--- config.mk ---
export PLATFORM = sky130hd
export DESIGN_NAME = ordered_char_list_engine_core_flat
export DESIGN_NICKNAME = d
export VERILOG_FILES = /design/src/hdl/ocl_pkg.sv /design/src/hdl/ocl_if.sv /design/src/hdl/ordered_char_list_engine_core.sv /design/src/hdl/ocl_ram.sv /design/src/flat_wrapper.sv
export SDC_FILE = /design/constraint.sdc
export NUM_CORES = 1
export LEC_CHECK = 0
export ABC_AREA = 1
export BUFFER_PORTS_ARGS = -buffer_cell sky130_fd_sc_hd__clkbuf_2
export CAP_MARGIN = 20
export CORE_ASPECT_RATIO = 1.2
export CORE_MARGIN = 2
export CORE_UTILIZATION = 51
export CTS_BUF_LIST = sky130_fd_sc_hd__clkbuf_16
export DETAILED_ROUTE_END_ITERATION = 8
export PLACE_DENSITY = 0.75
export SYNTH_ARGS = -nofsm -noshare
export SYNTH_HDL_FRONTEND = slang
export SYNTH_HIERARCHICAL = 1
export SYNTH_SLANG_ARGS = --single-unit
--- constraint.sdc ---
create_clock -name clk -period 3.1 [get_ports clk]
set_input_delay 0.775 -clock clk [delete_from_list [all_inputs] [get_ports clk]]
set_output_delay 0.775 -clock clk [all_outputs]
set_load 0.02 [all_outputs]
--- src/hdl/ocl_pkg.sv ---
// Shared constants, types and helper functions of the ordered character list engine.
`default_nettype none

package ocl_pkg;

    // List storage geometry
    localparam int CAPACITY     = 16;
    localparam int ADDR_W       = (CAPACITY > 1) ? $clog2(CAPACITY) : 1;
    localparam int CNT_W        = $clog2(CAPACITY + 1);
    localparam int SUM_W        = CNT_W + 1;
    localparam int MAX_RESULTS  = 16;

    // Payload widths
    localparam int FUNC_W       = 3;
    localparam int VALUE_W      = 8;
    localparam int STATUS_W     = 2;
    localparam int LIST_COUNT_W = 5;
    localparam int LIST_COUNT_MAX = 31;

    typedef enum logic [FUNC_W-1:0] {
        FUNC_PUSH     = 3'd0,
        FUNC_REMOVE   = 3'd1,
        FUNC_READ_FWD = 3'd2,
        FUNC_READ_REV = 3'd3,
        FUNC_CLEAR    = 3'd4
    } func_t;

    typedef enum logic [STATUS_W-1:0] {
        STAT_OK        = 2'd0,
        STAT_NOT_FOUND = 2'd1,
        STAT_FULL      = 2'd2,
        STAT_EMPTY     = 2'd3
    } status_t;

    typedef enum logic [1:0] {
        S_IDLE   = 2'd0,
        S_REMOVE = 2'd1,
        S_READ   = 2'd2,
        S_RESP   = 2'd3
    } ocl_state_t;

    // Map a list position to a store address relative to the front pointer
    function automatic logic [ADDR_W-1:0] ocl_phys(input logic [ADDR_W-1:0] head,
                                                   input logic [CNT_W-1:0]  pos);
        logic [SUM_W-1:0] sum;
        sum = SUM_W'(head) + SUM_W'(pos);
        if (sum >= SUM_W'(CAPACITY))
        begin
            sum = sum - SUM_W'(CAPACITY);
        end
        return sum[ADDR_W-1:0];
    endfunction

    // Saturate the entry count to the width of the reported count
    function automatic logic [LIST_COUNT_W-1:0] ocl_count_field(input logic [CNT_W-1:0] cnt);
        logic [LIST_COUNT_W-1:0] res;
        if (32'(cnt) > 32'(LIST_COUNT_MAX))
        begin
            res = LIST_COUNT_W'(LIST_COUNT_MAX);
        end
        else
        begin
            res = LIST_COUNT_W'(cnt);
        end
        return res;
    endfunction

endpackage

`default_nettype wire

--- src/hdl/ocl_if.sv ---
// Request and result channel interfaces of the ordered character list engine.
`default_nettype none

interface ocl_req_if
    import ocl_pkg::*;
    ();
    logic                 valid;
    logic                 ready;
    logic [FUNC_W-1:0]    func;
    logic [VALUE_W-1:0]   value;

    modport source (output valid, output func, output value, input ready);
    modport sink   (input valid, input func, input value, output ready);
endinterface

interface ocl_rsp_if
    import ocl_pkg::*;
    ();
    logic                     valid;
    logic                     ready;
    logic [VALUE_W-1:0]       item_value;
    logic                     is_last;
    logic [STATUS_W-1:0]      status;
    logic [LIST_COUNT_W-1:0]  list_count;

    modport source (output valid, output item_value, output is_last, output status,
                    output list_count, input ready);
    modport sink   (input valid, input item_value, input is_last, input status,
                    input list_count, output ready);
endinterface

`default_nettype wire

--- src/hdl/ordered_char_list_engine_core.sv ---
// Top level of the ordered character list engine: request decode, list walk and result register.
//
// The list lives in a RAM of CAPACITY bytes used as a ring, with a front pointer and an entry
// count in flip-flops; push front only moves the pointer, so a push shifts no entry. One
// request is served at a time. Push, clear and unused codes are decoded in the idle state,
// and the result register is loaded from the response state. Remove walks the list through
// the single RAM read port, one entry per cycle, and compacts survivors through the write
// port, ending with the last read word, the final count update and the result load. A read
// streams min(count, 16) results at one per cycle while the sink keeps taking them; the RAM
// read port sets that pace. A finished result waits in its output register while the block
// already takes the next request. No clearing pass is needed after reset.
`default_nettype none

module ordered_char_list_engine_core
    import ocl_pkg::*;
(
    input  wire logic   clk,
    input  wire logic   rst_n,
    ocl_req_if.sink     req,
    ocl_rsp_if.source   rsp
);

    ocl_state_t              state_reg, state_next;
    func_t                   op_reg, op_next;
    logic [VALUE_W-1:0]      key_reg, key_next;
    logic [ADDR_W-1:0]       head_reg, head_next;
    logic [CNT_W-1:0]        count_reg, count_next;
    logic [CNT_W-1:0]        rd_idx_reg, rd_idx_next;
    logic [CNT_W-1:0]        wr_idx_reg, wr_idx_next;
    logic [CNT_W-1:0]        total_reg, total_next;
    status_t                 status_reg, status_next;
    logic                    rd_vld_reg, rd_vld_next;
    logic                    rd_last_reg, rd_last_next;
    logic                    out_valid_reg, out_valid_next;
    logic [VALUE_W-1:0]      out_item_reg, out_item_next;
    logic                    out_last_reg, out_last_next;
    status_t                 out_status_reg, out_status_next;
    logic [LIST_COUNT_W-1:0] out_count_reg, out_count_next;

    logic                    ram_we;
    logic [ADDR_W-1:0]       ram_waddr;
    logic [VALUE_W-1:0]      ram_wdata;
    logic                    ram_re;
    logic [ADDR_W-1:0]       ram_raddr;
    logic [VALUE_W-1:0]      ram_rdata;

    logic                    out_free;
    logic                    move;
    logic                    issue;
    logic [CNT_W-1:0]        rd_pos;
    logic [ADDR_W-1:0]       head_dec;
    func_t                   req_func;

    ocl_ram #(
        .WIDTH (VALUE_W),
        .DEPTH (CAPACITY)
    ) u_store (
        .clk   (clk),
        .we    (ram_we),
        .waddr (ram_waddr),
        .wdata (ram_wdata),
        .re    (ram_re),
        .raddr (ram_raddr),
        .rdata (ram_rdata)
    );

    assign req.ready      = (state_reg == S_IDLE);
    assign req_func       = func_t'(req.func);
    assign rsp.valid      = out_valid_reg;
    assign rsp.item_value = out_item_reg;
    assign rsp.is_last    = out_last_reg;
    assign rsp.status     = out_status_reg;
    assign rsp.list_count = out_count_reg;

    assign out_free = !out_valid_reg || rsp.ready;
    assign head_dec = (head_reg == '0) ? ADDR_W'(CAPACITY - 1) : head_reg - 1'b1;

    // Pick the list position to read: reverse reads walk from the back
    assign rd_pos = (op_reg == FUNC_READ_REV) ? (count_reg - 1'b1 - rd_idx_reg) : rd_idx_reg;

    // Next state, store access and result register
    always_comb
    begin
        state_next      = state_reg;
        op_next         = op_reg;
        key_next        = key_reg;
        head_next       = head_reg;
        count_next      = count_reg;
        rd_idx_next     = rd_idx_reg;
        wr_idx_next     = wr_idx_reg;
        total_next      = total_reg;
        status_next     = status_reg;
        rd_vld_next     = rd_vld_reg;
        rd_last_next    = rd_last_reg;
        out_valid_next  = out_valid_reg && !rsp.ready;
        out_item_next   = out_item_reg;
        out_last_next   = out_last_reg;
        out_status_next = out_status_reg;
        out_count_next  = out_count_reg;
        ram_we          = 1'b0;
        ram_waddr       = head_dec;
        ram_wdata       = req.value;
        ram_re          = 1'b0;
        ram_raddr       = ocl_phys(head_reg, rd_pos);
        move            = 1'b0;
        issue           = 1'b0;

        case (state_reg)
            S_IDLE:
            begin
                if (req.valid)
                begin
                    op_next     = req_func;
                    key_next    = req.value;
                    rd_idx_next = '0;
                    wr_idx_next = '0;
                    status_next = STAT_OK;
                    state_next  = S_RESP;
                    case (req_func)
                        FUNC_PUSH:
                        begin
                            if (count_reg == CNT_W'(CAPACITY))
                            begin
                                status_next = STAT_FULL;
                            end
                            else
                            begin
                                ram_we     = 1'b1;
                                head_next  = head_dec;
                                count_next = count_reg + 1'b1;
                            end
                        end
                        FUNC_REMOVE:
                        begin
                            state_next = S_REMOVE;
                        end
                        FUNC_READ_FWD, FUNC_READ_REV:
                        begin
                            if (count_reg == '0)
                            begin
                                status_next = STAT_EMPTY;
                            end
                            else
                            begin
                                total_next = (32'(count_reg) > 32'(MAX_RESULTS)) ?
                                             CNT_W'(MAX_RESULTS) : count_reg;
                                state_next = S_READ;
                            end
                        end
                        FUNC_CLEAR:
                        begin
                            count_next = '0;
                        end
                        default:
                        begin
                            status_next = STAT_OK;
                        end
                    endcase
                end
            end

            S_REMOVE:
            begin
                // Keep entries that differ from the key, packed toward the front
                if (rd_vld_reg && (ram_rdata != key_reg))
                begin
                    ram_we      = 1'b1;
                    ram_waddr   = ocl_phys(head_reg, wr_idx_reg);
                    ram_wdata   = ram_rdata;
                    wr_idx_next = wr_idx_reg + 1'b1;
                end
                issue = (rd_idx_reg < count_reg);
                if (issue)
                begin
                    ram_re      = 1'b1;
                    rd_idx_next = rd_idx_reg + 1'b1;
                end
                rd_vld_next = issue;
                if (!issue && !rd_vld_reg)
                begin
                    count_next  = wr_idx_reg;
                    status_next = (wr_idx_reg == count_reg) ? STAT_NOT_FOUND : STAT_OK;
                    state_next  = S_RESP;
                end
            end

            S_READ:
            begin
                // Advance the read word into the result register when it is free
                move = rd_vld_reg && out_free;
                if (move)
                begin
                    out_valid_next  = 1'b1;
                    out_item_next   = ram_rdata;
                    out_last_next   = rd_last_reg;
                    out_status_next = STAT_OK;
                    out_count_next  = ocl_count_field(count_reg);
                end
                issue = (rd_idx_reg < total_reg) && (!rd_vld_reg || move);
                if (issue)
                begin
                    ram_re       = 1'b1;
                    rd_last_next = (rd_idx_reg == total_reg - 1'b1);
                    rd_idx_next  = rd_idx_reg + 1'b1;
                end
                rd_vld_next = issue || (rd_vld_reg && !move);
                if (move && rd_last_reg)
                begin
                    state_next = S_IDLE;
                end
            end

            S_RESP:
            begin
                if (out_free)
                begin
                    out_valid_next  = 1'b1;
                    out_item_next   = '0;
                    out_last_next   = 1'b1;
                    out_status_next = status_reg;
                    out_count_next  = ocl_count_field(count_reg);
                    state_next      = S_IDLE;
                end
            end

            default:
            begin
                state_next = S_IDLE;
            end
        endcase
    end

    // Control registers
    always_ff @(posedge clk or negedge rst_n)
    begin
        if (!rst_n)
        begin
            state_reg     <= S_IDLE;
            head_reg      <= '0;
            count_reg     <= '0;
            rd_vld_reg    <= 1'b0;
            out_valid_reg <= 1'b0;
        end
        else
        begin
            state_reg     <= state_next;
            head_reg      <= head_next;
            count_reg     <= count_next;
            rd_vld_reg    <= rd_vld_next;
            out_valid_reg <= out_valid_next;
        end
    end

    // Payload and walk registers
    always_ff @(posedge clk)
    begin
        op_reg         <= op_next;
        key_reg        <= key_next;
        rd_idx_reg     <= rd_idx_next;
        wr_idx_reg     <= wr_idx_next;
        total_reg      <= total_next;
        status_reg     <= status_next;
        rd_last_reg    <= rd_last_next;
        out_item_reg   <= out_item_next;
        out_last_reg   <= out_last_next;
        out_status_reg <= out_status_next;
        out_count_reg  <= out_count_next;
    end

    // The compaction write never overtakes the read walk
    assert property (@(posedge clk) disable iff (!rst_n)
        (state_reg == S_REMOVE) |-> (wr_idx_reg <= rd_idx_reg))
        else $error("remove write index passed read index");

    // A store write and read never hit the same entry in one cycle
    assert property (@(posedge clk) disable iff (!rst_n)
        (ram_we && ram_re) |-> (ram_waddr != ram_raddr))
        else $error("store read and write collide");

    // A request is taken only with no read word in flight
    assert property (@(posedge clk) disable iff (!rst_n)
        (req.valid && req.ready) |-> !rd_vld_reg)
        else $error("request accepted during a list walk");

    // A push into a list with room grows the count by one
    assert property (@(posedge clk) disable iff (!rst_n)
        (req.valid && req.ready && (req_func == FUNC_PUSH) &&
         (count_reg != CNT_W'(CAPACITY)))
        |=> (count_reg == $past(count_reg) + 1'b1))
        else $error("push did not grow the list");

    // The entry count, and the read total during a read, never exceed the store size
    assert property (@(posedge clk) disable iff (!rst_n)
        (32'(count_reg) <= 32'(CAPACITY)) && (32'(total_reg) <= 32'(CAPACITY) ||
         state_reg != S_READ))
        else $error("entry count beyond capacity");

endmodule

`default_nettype wire

--- src/hdl/ocl_ram.sv ---
// Generic simple dual-port RAM with one write port and one registered read port.
`default_nettype none

module ocl_ram #(
    parameter int WIDTH = 8,
    parameter int DEPTH = 16
) (
    input  wire logic                                   clk,
    input  wire logic                                   we,
    input  wire logic [((DEPTH > 1) ? $clog2(DEPTH) : 1)-1:0] waddr,
    input  wire logic [WIDTH-1:0]                       wdata,
    input  wire logic                                   re,
    input  wire logic [((DEPTH > 1) ? $clog2(DEPTH) : 1)-1:0] raddr,
    output logic      [WIDTH-1:0]                       rdata
);

    logic [WIDTH-1:0] mem [DEPTH];
    logic [WIDTH-1:0] rdata_reg;

    // Write port
    always_ff @(posedge clk)
    begin
        if (we)
        begin
            mem[waddr] <= wdata;
        end
    end

    // Read port: hold the last word while no read is issued
    always_ff @(posedge clk)
    begin
        if (re)
        begin
            rdata_reg <= mem[raddr];
        end
    end

    assign rdata = rdata_reg;

endmodule

`default_nettype wire

--- src/flat_wrapper.sv ---
// flat-port wrapper written by rule: the top's interface ports become plain ports
module ordered_char_list_engine_core_flat import ocl_pkg::*;
  (clk, rst_n, req_valid, req_func, req_value, req_ready, rsp_valid, rsp_item_value, rsp_is_last, rsp_status, rsp_list_count, rsp_ready);
  ocl_req_if req_i ();
  ocl_rsp_if rsp_i ();
  input  wire logic clk;
  input  wire logic rst_n;
  input wire logic [$bits(req_i.valid)-1:0] req_valid;
  input wire logic [$bits(req_i.func)-1:0] req_func;
  input wire logic [$bits(req_i.value)-1:0] req_value;
  output wire logic [$bits(req_i.ready)-1:0] req_ready;
  output wire logic [$bits(rsp_i.valid)-1:0] rsp_valid;
  output wire logic [$bits(rsp_i.item_value)-1:0] rsp_item_value;
  output wire logic [$bits(rsp_i.is_last)-1:0] rsp_is_last;
  output wire logic [$bits(rsp_i.status)-1:0] rsp_status;
  output wire logic [$bits(rsp_i.list_count)-1:0] rsp_list_count;
  input wire logic [$bits(rsp_i.ready)-1:0] rsp_ready;
  assign req_i.valid = req_valid;
  assign req_i.func = req_func;
  assign req_i.value = req_value;
  assign req_ready = req_i.ready;
  assign rsp_valid = rsp_i.valid;
  assign rsp_item_value = rsp_i.item_value;
  assign rsp_is_last = rsp_i.is_last;
  assign rsp_status = rsp_i.status;
  assign rsp_list_count = rsp_i.list_count;
  assign rsp_i.ready = rsp_ready;
  ordered_char_list_engine_core u_core (.clk(clk), .rst_n(rst_n), .req(req_i), .rsp(rsp_i));
endmodule
# Yosys cells after proc, flatten, opt, wreduce, memory -nomap -nowiden
# Memory sizes are Yosys's and may differ from the RTL's. A register that Yosys moved wholly into a read port is not among the register bits.
# Index checks and enable logic that the tools add are counted.
[op_classes]
reduce_logical = 34
muxes = 59
order_cmp = 5
n_addsub = 11
bitwise = 2
n_eq_ne = 22
[op_table]
columns = ["cell", "count"]
rows = [
  ["$mux 5", 10],
  ["$pmux 5 s2", 4],
  ["$mux 8", 4],
  ["$mux 2", 10],
  ["$mux 4", 5],
  ["$pmux 2 s2", 4],
  ["$pmux 8 s2", 1],
  ["$reduce_and 4->1", 4],
  ["$add 5x1->5 const B", 3],
  ["$pmux 5 s3", 1],
  ["$mux 1", 14],
  ["$ne 2x1->1 const B", 7],
  ["$add 4x5->6", 2],
  ["$ge 6x5->1 const B", 2],
  ["$sub 4x1->4 const B", 3],
  ["$eq 5x5->1", 2],
  ["$lt 5x5->1", 2],
  ["$pmux 1 s2", 5],
  ["$sub 5x1->5 const B", 2],
  ["$eq 3x2->1 const B", 3],
  ["$reduce_and 3->1", 3],
  ["$ne 8x8->1", 1],
  ["$pmux 2 s4", 1],
  ["$logic_and 1x1->1", 7],
  ["other kinds (22)", 33],
]
[word_totals]
inputBits = 15
elab_cells = 150
ram_bits = 128
n_memories = 1
regBits = 58
[mem_list]
columns = ["memory", "words", "word_bits", "read_ports", "rd_clocked_by_memory_dff", "wr", "line", "text"]
rows = [
  ["u_core.u_store.mem", 16, 8, 1, 1, 1, "ocl_ram.sv:17", "logic [WIDTH-1:0] mem [DEPTH];"],
]

# Longest topological paths before layout
[logic_depth]
depth_word = 7
mapped_depth = 17

# Cells and area by module
# Netlist, hierarchy kept.
[by_module_without_submodules]
columns = ["mod", "instances", "cells_each", "seq_area_each_um2", "area_each_um2"]
rows = [
  ["ocl_ram", 1, 551, 4083.9, 5853.1],
  ["ordered_char_list_engine_core", 1, 433, 1676.6, 3809.9],
]

# Least setup slack after synthesis
# Ideal clock, no wire load.
[synth_path]
path_type = "register to register"
start = "reg u_core.rd_idx_reg[0]"
end = "reg u_core.u_store.rdata_reg[0], in the netlist u_core/u_store/rdata[0] (read register of u_core.u_store.mem) (data pin)"
arrival_time_ns = 2.705
n_path_buf = 1
stages_incl_launch_ff = 18
path_slack_ns = 0.141
t_required_ns = 2.847
cell_sequence = "edfxtp_1 inv_1 ha_1 inv_1 fa_1 xor2_1 o21ai_0 ha_1 a21oi_1 nand2_1 xor2_1 nand3b_1 nand2_1 inv_1 clkbuf_1 inv_1 nand3_1 nand2_1"
[synth_via]
elab_chain_len = 5
[synth_rtl]
columns = ["element", "line", "text"]
rows = [
  ["from (decl)", "ordered_char_list_engine_core.sv:28", "logic [CNT_W-1:0] rd_idx_reg, rd_idx_next;"],
  ["from (signal assigned)", "ordered_char_list_engine_core.sv:259", "rd_idx_reg <= rd_idx_next;"],
  ["$sub 5x5->5", "ordered_char_list_engine_core.sv:79", "assign rd_pos = (op_reg == FUNC_READ_REV) ? (count_reg - 1'b1 - rd_idx_reg) : rd_idx_reg;"],
  ["$mux 5 *", "ordered_char_list_engine_core.sv:79", ""],
  ["$add 4x5->6 *", "ocl_pkg.sv:46", "sum = SUM_W'(head) + SUM_W'(pos);"],
  ["$ge 6x5->1 or $sub 4x1->4 (tied branches)", "ocl_pkg.sv:47, ocl_pkg.sv:49", ""],
  ["$mux 4 *", "ocl_pkg.sv:47", "if (sum >= SUM_W'(CAPACITY))"],
  ["named net u_core.ram_raddr[3]", "ordered_char_list_engine_core.sv:44", "logic [ADDR_W-1:0] ram_raddr;"],
  ["to (decl)", "ocl_ram.sv:18", "logic [WIDTH-1:0] rdata_reg;"],
]
# Mark *: on every way through the listed nets, which the timed path passes. The rest lies on a longest branch.
# A chain may end at the register's enable or synchronous reset.

# Worst setup path in the final report
[layout_path]
start = "reg u_core.rd_idx_reg[0]"
end = "reg u_core.u_store.rdata_reg[4], in the netlist u_core/u_store/rdata[4] (read register of u_core.u_store.mem) (data pin)"
# The elaborated chain is that of the path after synthesis.

==> results.md <==
- Outcome: complete, no violations
- Die Ht: 155 um
- Width of the chip: 130 um
- Register with the highest flop count: u_core/u_store/mem
- Synth Instances: 984
- Total Routed Length: 22600 um
- CP dominant cell by count: sky130_fd_sc_hd__nand2_1
- Top-area cell type share of the netlist area: 0.562
- Buffer depth of the longest clock path: 2
- Final-layout fill cell count: 1596
- Clock Sink Count: 194
- Share of the cycle needed by the critical path after routing: 0.959
- Placer's final routability congestion estimate: 0.949
- Max-cap violations: 0
- Violation count after the first detailed-routing iteration: 652
- Row count: 55
- Final count of negative-setup-slack endpoints: 0
- Required arrival time at the worst endpoint: 3290 ps
- Deepest level of the CTS H-tree: 4
- All-layer global routing usage: 0.235
- Cts-stage hold buffer count: 0
- Worst Hold Margin: 250 ps
- Pin count of the biggest net entering global routing: 41
- Yosys Warn Count: 6
- Sequential area share after synthesis: 0.596
- Global-route wire length before repair: 35400 um
- Cell type contributing the most total cell area after synthesis: sky130_fd_sc_hd__edfxtp_1
- Worst rel slew slack: 0.607
- Delay of the slowest critical-path stage: 420 ps
- Starting density of the core: 0.516
- Wire per inst: 17.1 um
- Most instantiated cells after synthesis: 268 x sky130_fd_sc_hd__nand2_1, 181 x sky130_fd_sc_hd__edfxtp_1, 165 x sky130_fd_sc_hd__inv_1
- Transition time at the pin with the least slew margin: 586 ps
- Cts bufs inserted: 17
- Highest attainable clock frequency: 336 MHz
- Latest clock arrival within the worst-skew pair: 440 ps
- Hold crit path type: in2async
- Top-level port count: 33
- Count of antenna-violating nets left after detailed routing: 0
- Number of antenna violations at the first check in global routing: 0
- Largest fanout on the critical path: 8
- Vias in the first global route: 6795
- Count of unique library cells instantiated by Yosys: 36
- Category of the critical setup timing path: reg2reg
- Fraction of registers with async set/reset: 0.0670
- Placed wire-length estimate: 16100 um
- Clock Pin Slew Worst Setup and Hold Paths: 70 ps
- Syn-to-layout area delta: 12.9%
- Flip-flop count of the largest register after layout: 128
- Port Buf Inserts: 32
- Number of optimization iterations in the first detailed-route pass: 5
- Syn Nets: 1032
- Post-synth EDFFs: 181
- Area of the mapped netlist: 9660 sq um
- Die area: 20100 sq um
- Cell types occupying the most area after synthesis: sky130_fd_sc_hd__edfxtp_1 56%, sky130_fd_sc_hd__nand2_1 10%, sky130_fd_sc_hd__inv_1 6.4%
- Global route total overflow: 0
- Synth Register Bits: 194
- Cell chosen for the clock root: sky130_fd_sc_hd__clkbuf_16
- Endpoint type of the worst setup path: flop
- Leading cell type by number of instances after synthesis: sky130_fd_sc_hd__nand2_1
- Total via count after detailed routing: 6918
- Proportion of layout cells with a drive suffix above 1: 0.132
- Clock tree from TritonCTS: yes
- Clock Skews: 11.3 ps
- R2R depth: 16
- Post-layout net count: 1098
- Number of remaining DRC errors: 0
- Average via count per standard cell: 5.24
- Slowest stage cell, crit path: sky130_fd_sc_hd__edfxtp_1
- Critical path startpoint category: flop
- Cells along the critical path: inv_2 -> ha_1 -> inv_1 -> fa_1 -> xor2_1 -> o21ai_1 -> ha_1 -> a21oi_2 -> nand2_1 -> xor2_1 -> nand3b_1 -> nand2_1 -> inv_1 -> buf_4 -> nand3_1 -> nand2_1
- Number of inserted diodes: 0
- Arrival time at the worst endpoint: 3160 ps
- Top flip-flop cell by instance count after synthesis: sky130_fd_sc_hd__edfxtp_1
- Core area: 18700 sq um
- Final min period: 2970 ps
- Synthesized area divided by synthesized cell count: 9.82 sq um
- Final-report max-slew violation count: 0
- Final-report hold violation count: 0
[layout by cell type, fill, tap and decap left out, types with 2 or more instances in the layout]
| master | instances |
|---|---|
| sky130_fd_sc_hd__a21oi_1 | 14 |
| sky130_fd_sc_hd__buf_4 | 44 |
| sky130_fd_sc_hd__bufinv_16 | 3 |
| sky130_fd_sc_hd__clkbuf_16 | 17 |
| sky130_fd_sc_hd__clkbuf_2 | 32 |
| sky130_fd_sc_hd__clkinv_1 | 3 |
| sky130_fd_sc_hd__clkinv_4 | 3 |
| sky130_fd_sc_hd__clkinvlp_4 | 2 |
| sky130_fd_sc_hd__dfrtp_1 | 13 |
| sky130_fd_sc_hd__edfxtp_1 | 181 |
| sky130_fd_sc_hd__fa_1 | 3 |
| sky130_fd_sc_hd__ha_1 | 29 |
| sky130_fd_sc_hd__inv_1 | 163 |
| sky130_fd_sc_hd__inv_2 | 11 |
| sky130_fd_sc_hd__inv_6 | 3 |
| sky130_fd_sc_hd__nand2_1 | 268 |
| sky130_fd_sc_hd__nand2_2 | 2 |
| sky130_fd_sc_hd__nand2_4 | 6 |
| sky130_fd_sc_hd__nand3_1 | 115 |
| sky130_fd_sc_hd__nand3_2 | 2 |
| sky130_fd_sc_hd__nand3b_1 | 3 |
| sky130_fd_sc_hd__nand4_1 | 12 |
| sky130_fd_sc_hd__nor2_1 | 53 |
| sky130_fd_sc_hd__nor2_8 | 2 |
| sky130_fd_sc_hd__nor3_1 | 4 |
| sky130_fd_sc_hd__o21ai_0 | 11 |
| sky130_fd_sc_hd__o21ai_1 | 21 |
| sky130_fd_sc_hd__o22ai_1 | 4 |
| sky130_fd_sc_hd__or2_2 | 2 |
| sky130_fd_sc_hd__xnor2_1 | 12 |
| sky130_fd_sc_hd__xor2_1 | 10 |
[cells by family (layout without fill, tap and decap cells)]
logic type,Yosys count,in the layout,share of synthesized area
and+or+nand+nor,473,473,0.218
AOI/OAI and AO/OA,54,54,0.0293
DFF,194,194,0.596
adders and majority gates,33,33,0.0451
xor gates and xnor gates,22,22,0.0199
buffers and inverters,208,287,0.0918
[repair_timing]
| action | CTS | global route |
|---|---|---|
| resized for setup | 0 | 9 |
| setup buffers | 0 | 1 |
| endpoints found under the hold margin | 0 | 0 |
| endpoints found under the setup margin | 0 | 8 |
[per-stage QoR]
step	setup TNS [ps]	instance area (sq um)	std cells	worst slack [ps]	util
3_5_place_dp	0	10300	1286	27.2	0.549
5_1_grt	-70.4	10900	1319	-28.4	0.583
4_1_cts	0	10900	1318	28.9	0.581
6_report	0	10900	1319	127	0.583
2_1_floorplan	0	9660	984	141	-
3_3_place_gp	0	10300	1286	178	0.549
[path summary, 6_finish.rpt]
| check | start | slack, ps | endpoint |
|---|---|---|---|
| setup / recovery | u_core/rd_idx_reg[0] | 130 | u_core/u_store/rdata[4] |
| hold / removal | rst_n | 250 | u_core/state_reg[0] |
| setup reg to reg | u_core/rd_idx_reg[0] | 130 | u_core/u_store/rdata[4] |
| hold reg to reg | u_core/status_reg[0] | 510 | u_core/rsp.status[0] |
| max in group asynchronous | rst_n | 2560 | u_core/head_reg[0] |
| min in group clk | u_core/status_reg[0] | 510 | u_core/rsp.status[0] |
[metal layers]
layer | vias to the layer above | wire length (um) | track usage | share of wire
met1 | 3253 | 8660 | 0.279 | 0.38
li1 | 3325 | - | - | -
met3 | 60 | 1360 | 0.0380 | 0.060
met4 | 0 | 830 | 0.110 | 0.037
met5 | - | 0 | 0 | 0
met2 | 280 | 11700 | 0.412 | 0.52
[area by class of cell]
class	instances	area (sq um)	area share
Sequential cell	194	5760	0.528
Multi-Input combinational cell	582	3020	0.277
Clock buffer	17	425	0.0390
Clock inverter	15	180	0.0165
Tap cell	256	320	0.0294
Timing Repair Buffer	79	537	0.0492
Inverter	176	664	0.0609
[worst max-delay path: cells and delay by family (launching register included)]
family                   cells  cell delay, ps
AND/OR/NAND/NOR              5             460
buffers and inverters        4             390
adder cells (fa/ha/maj)      3             840
XOR/XNOR                     2             300
flip-flops                   1             420
AO/OA/AOI/OAI                2             320
Power is left out: the tool's default activity adds up to more than one toggle a clock period on the data nets, which glitch-free logic cannot reach.
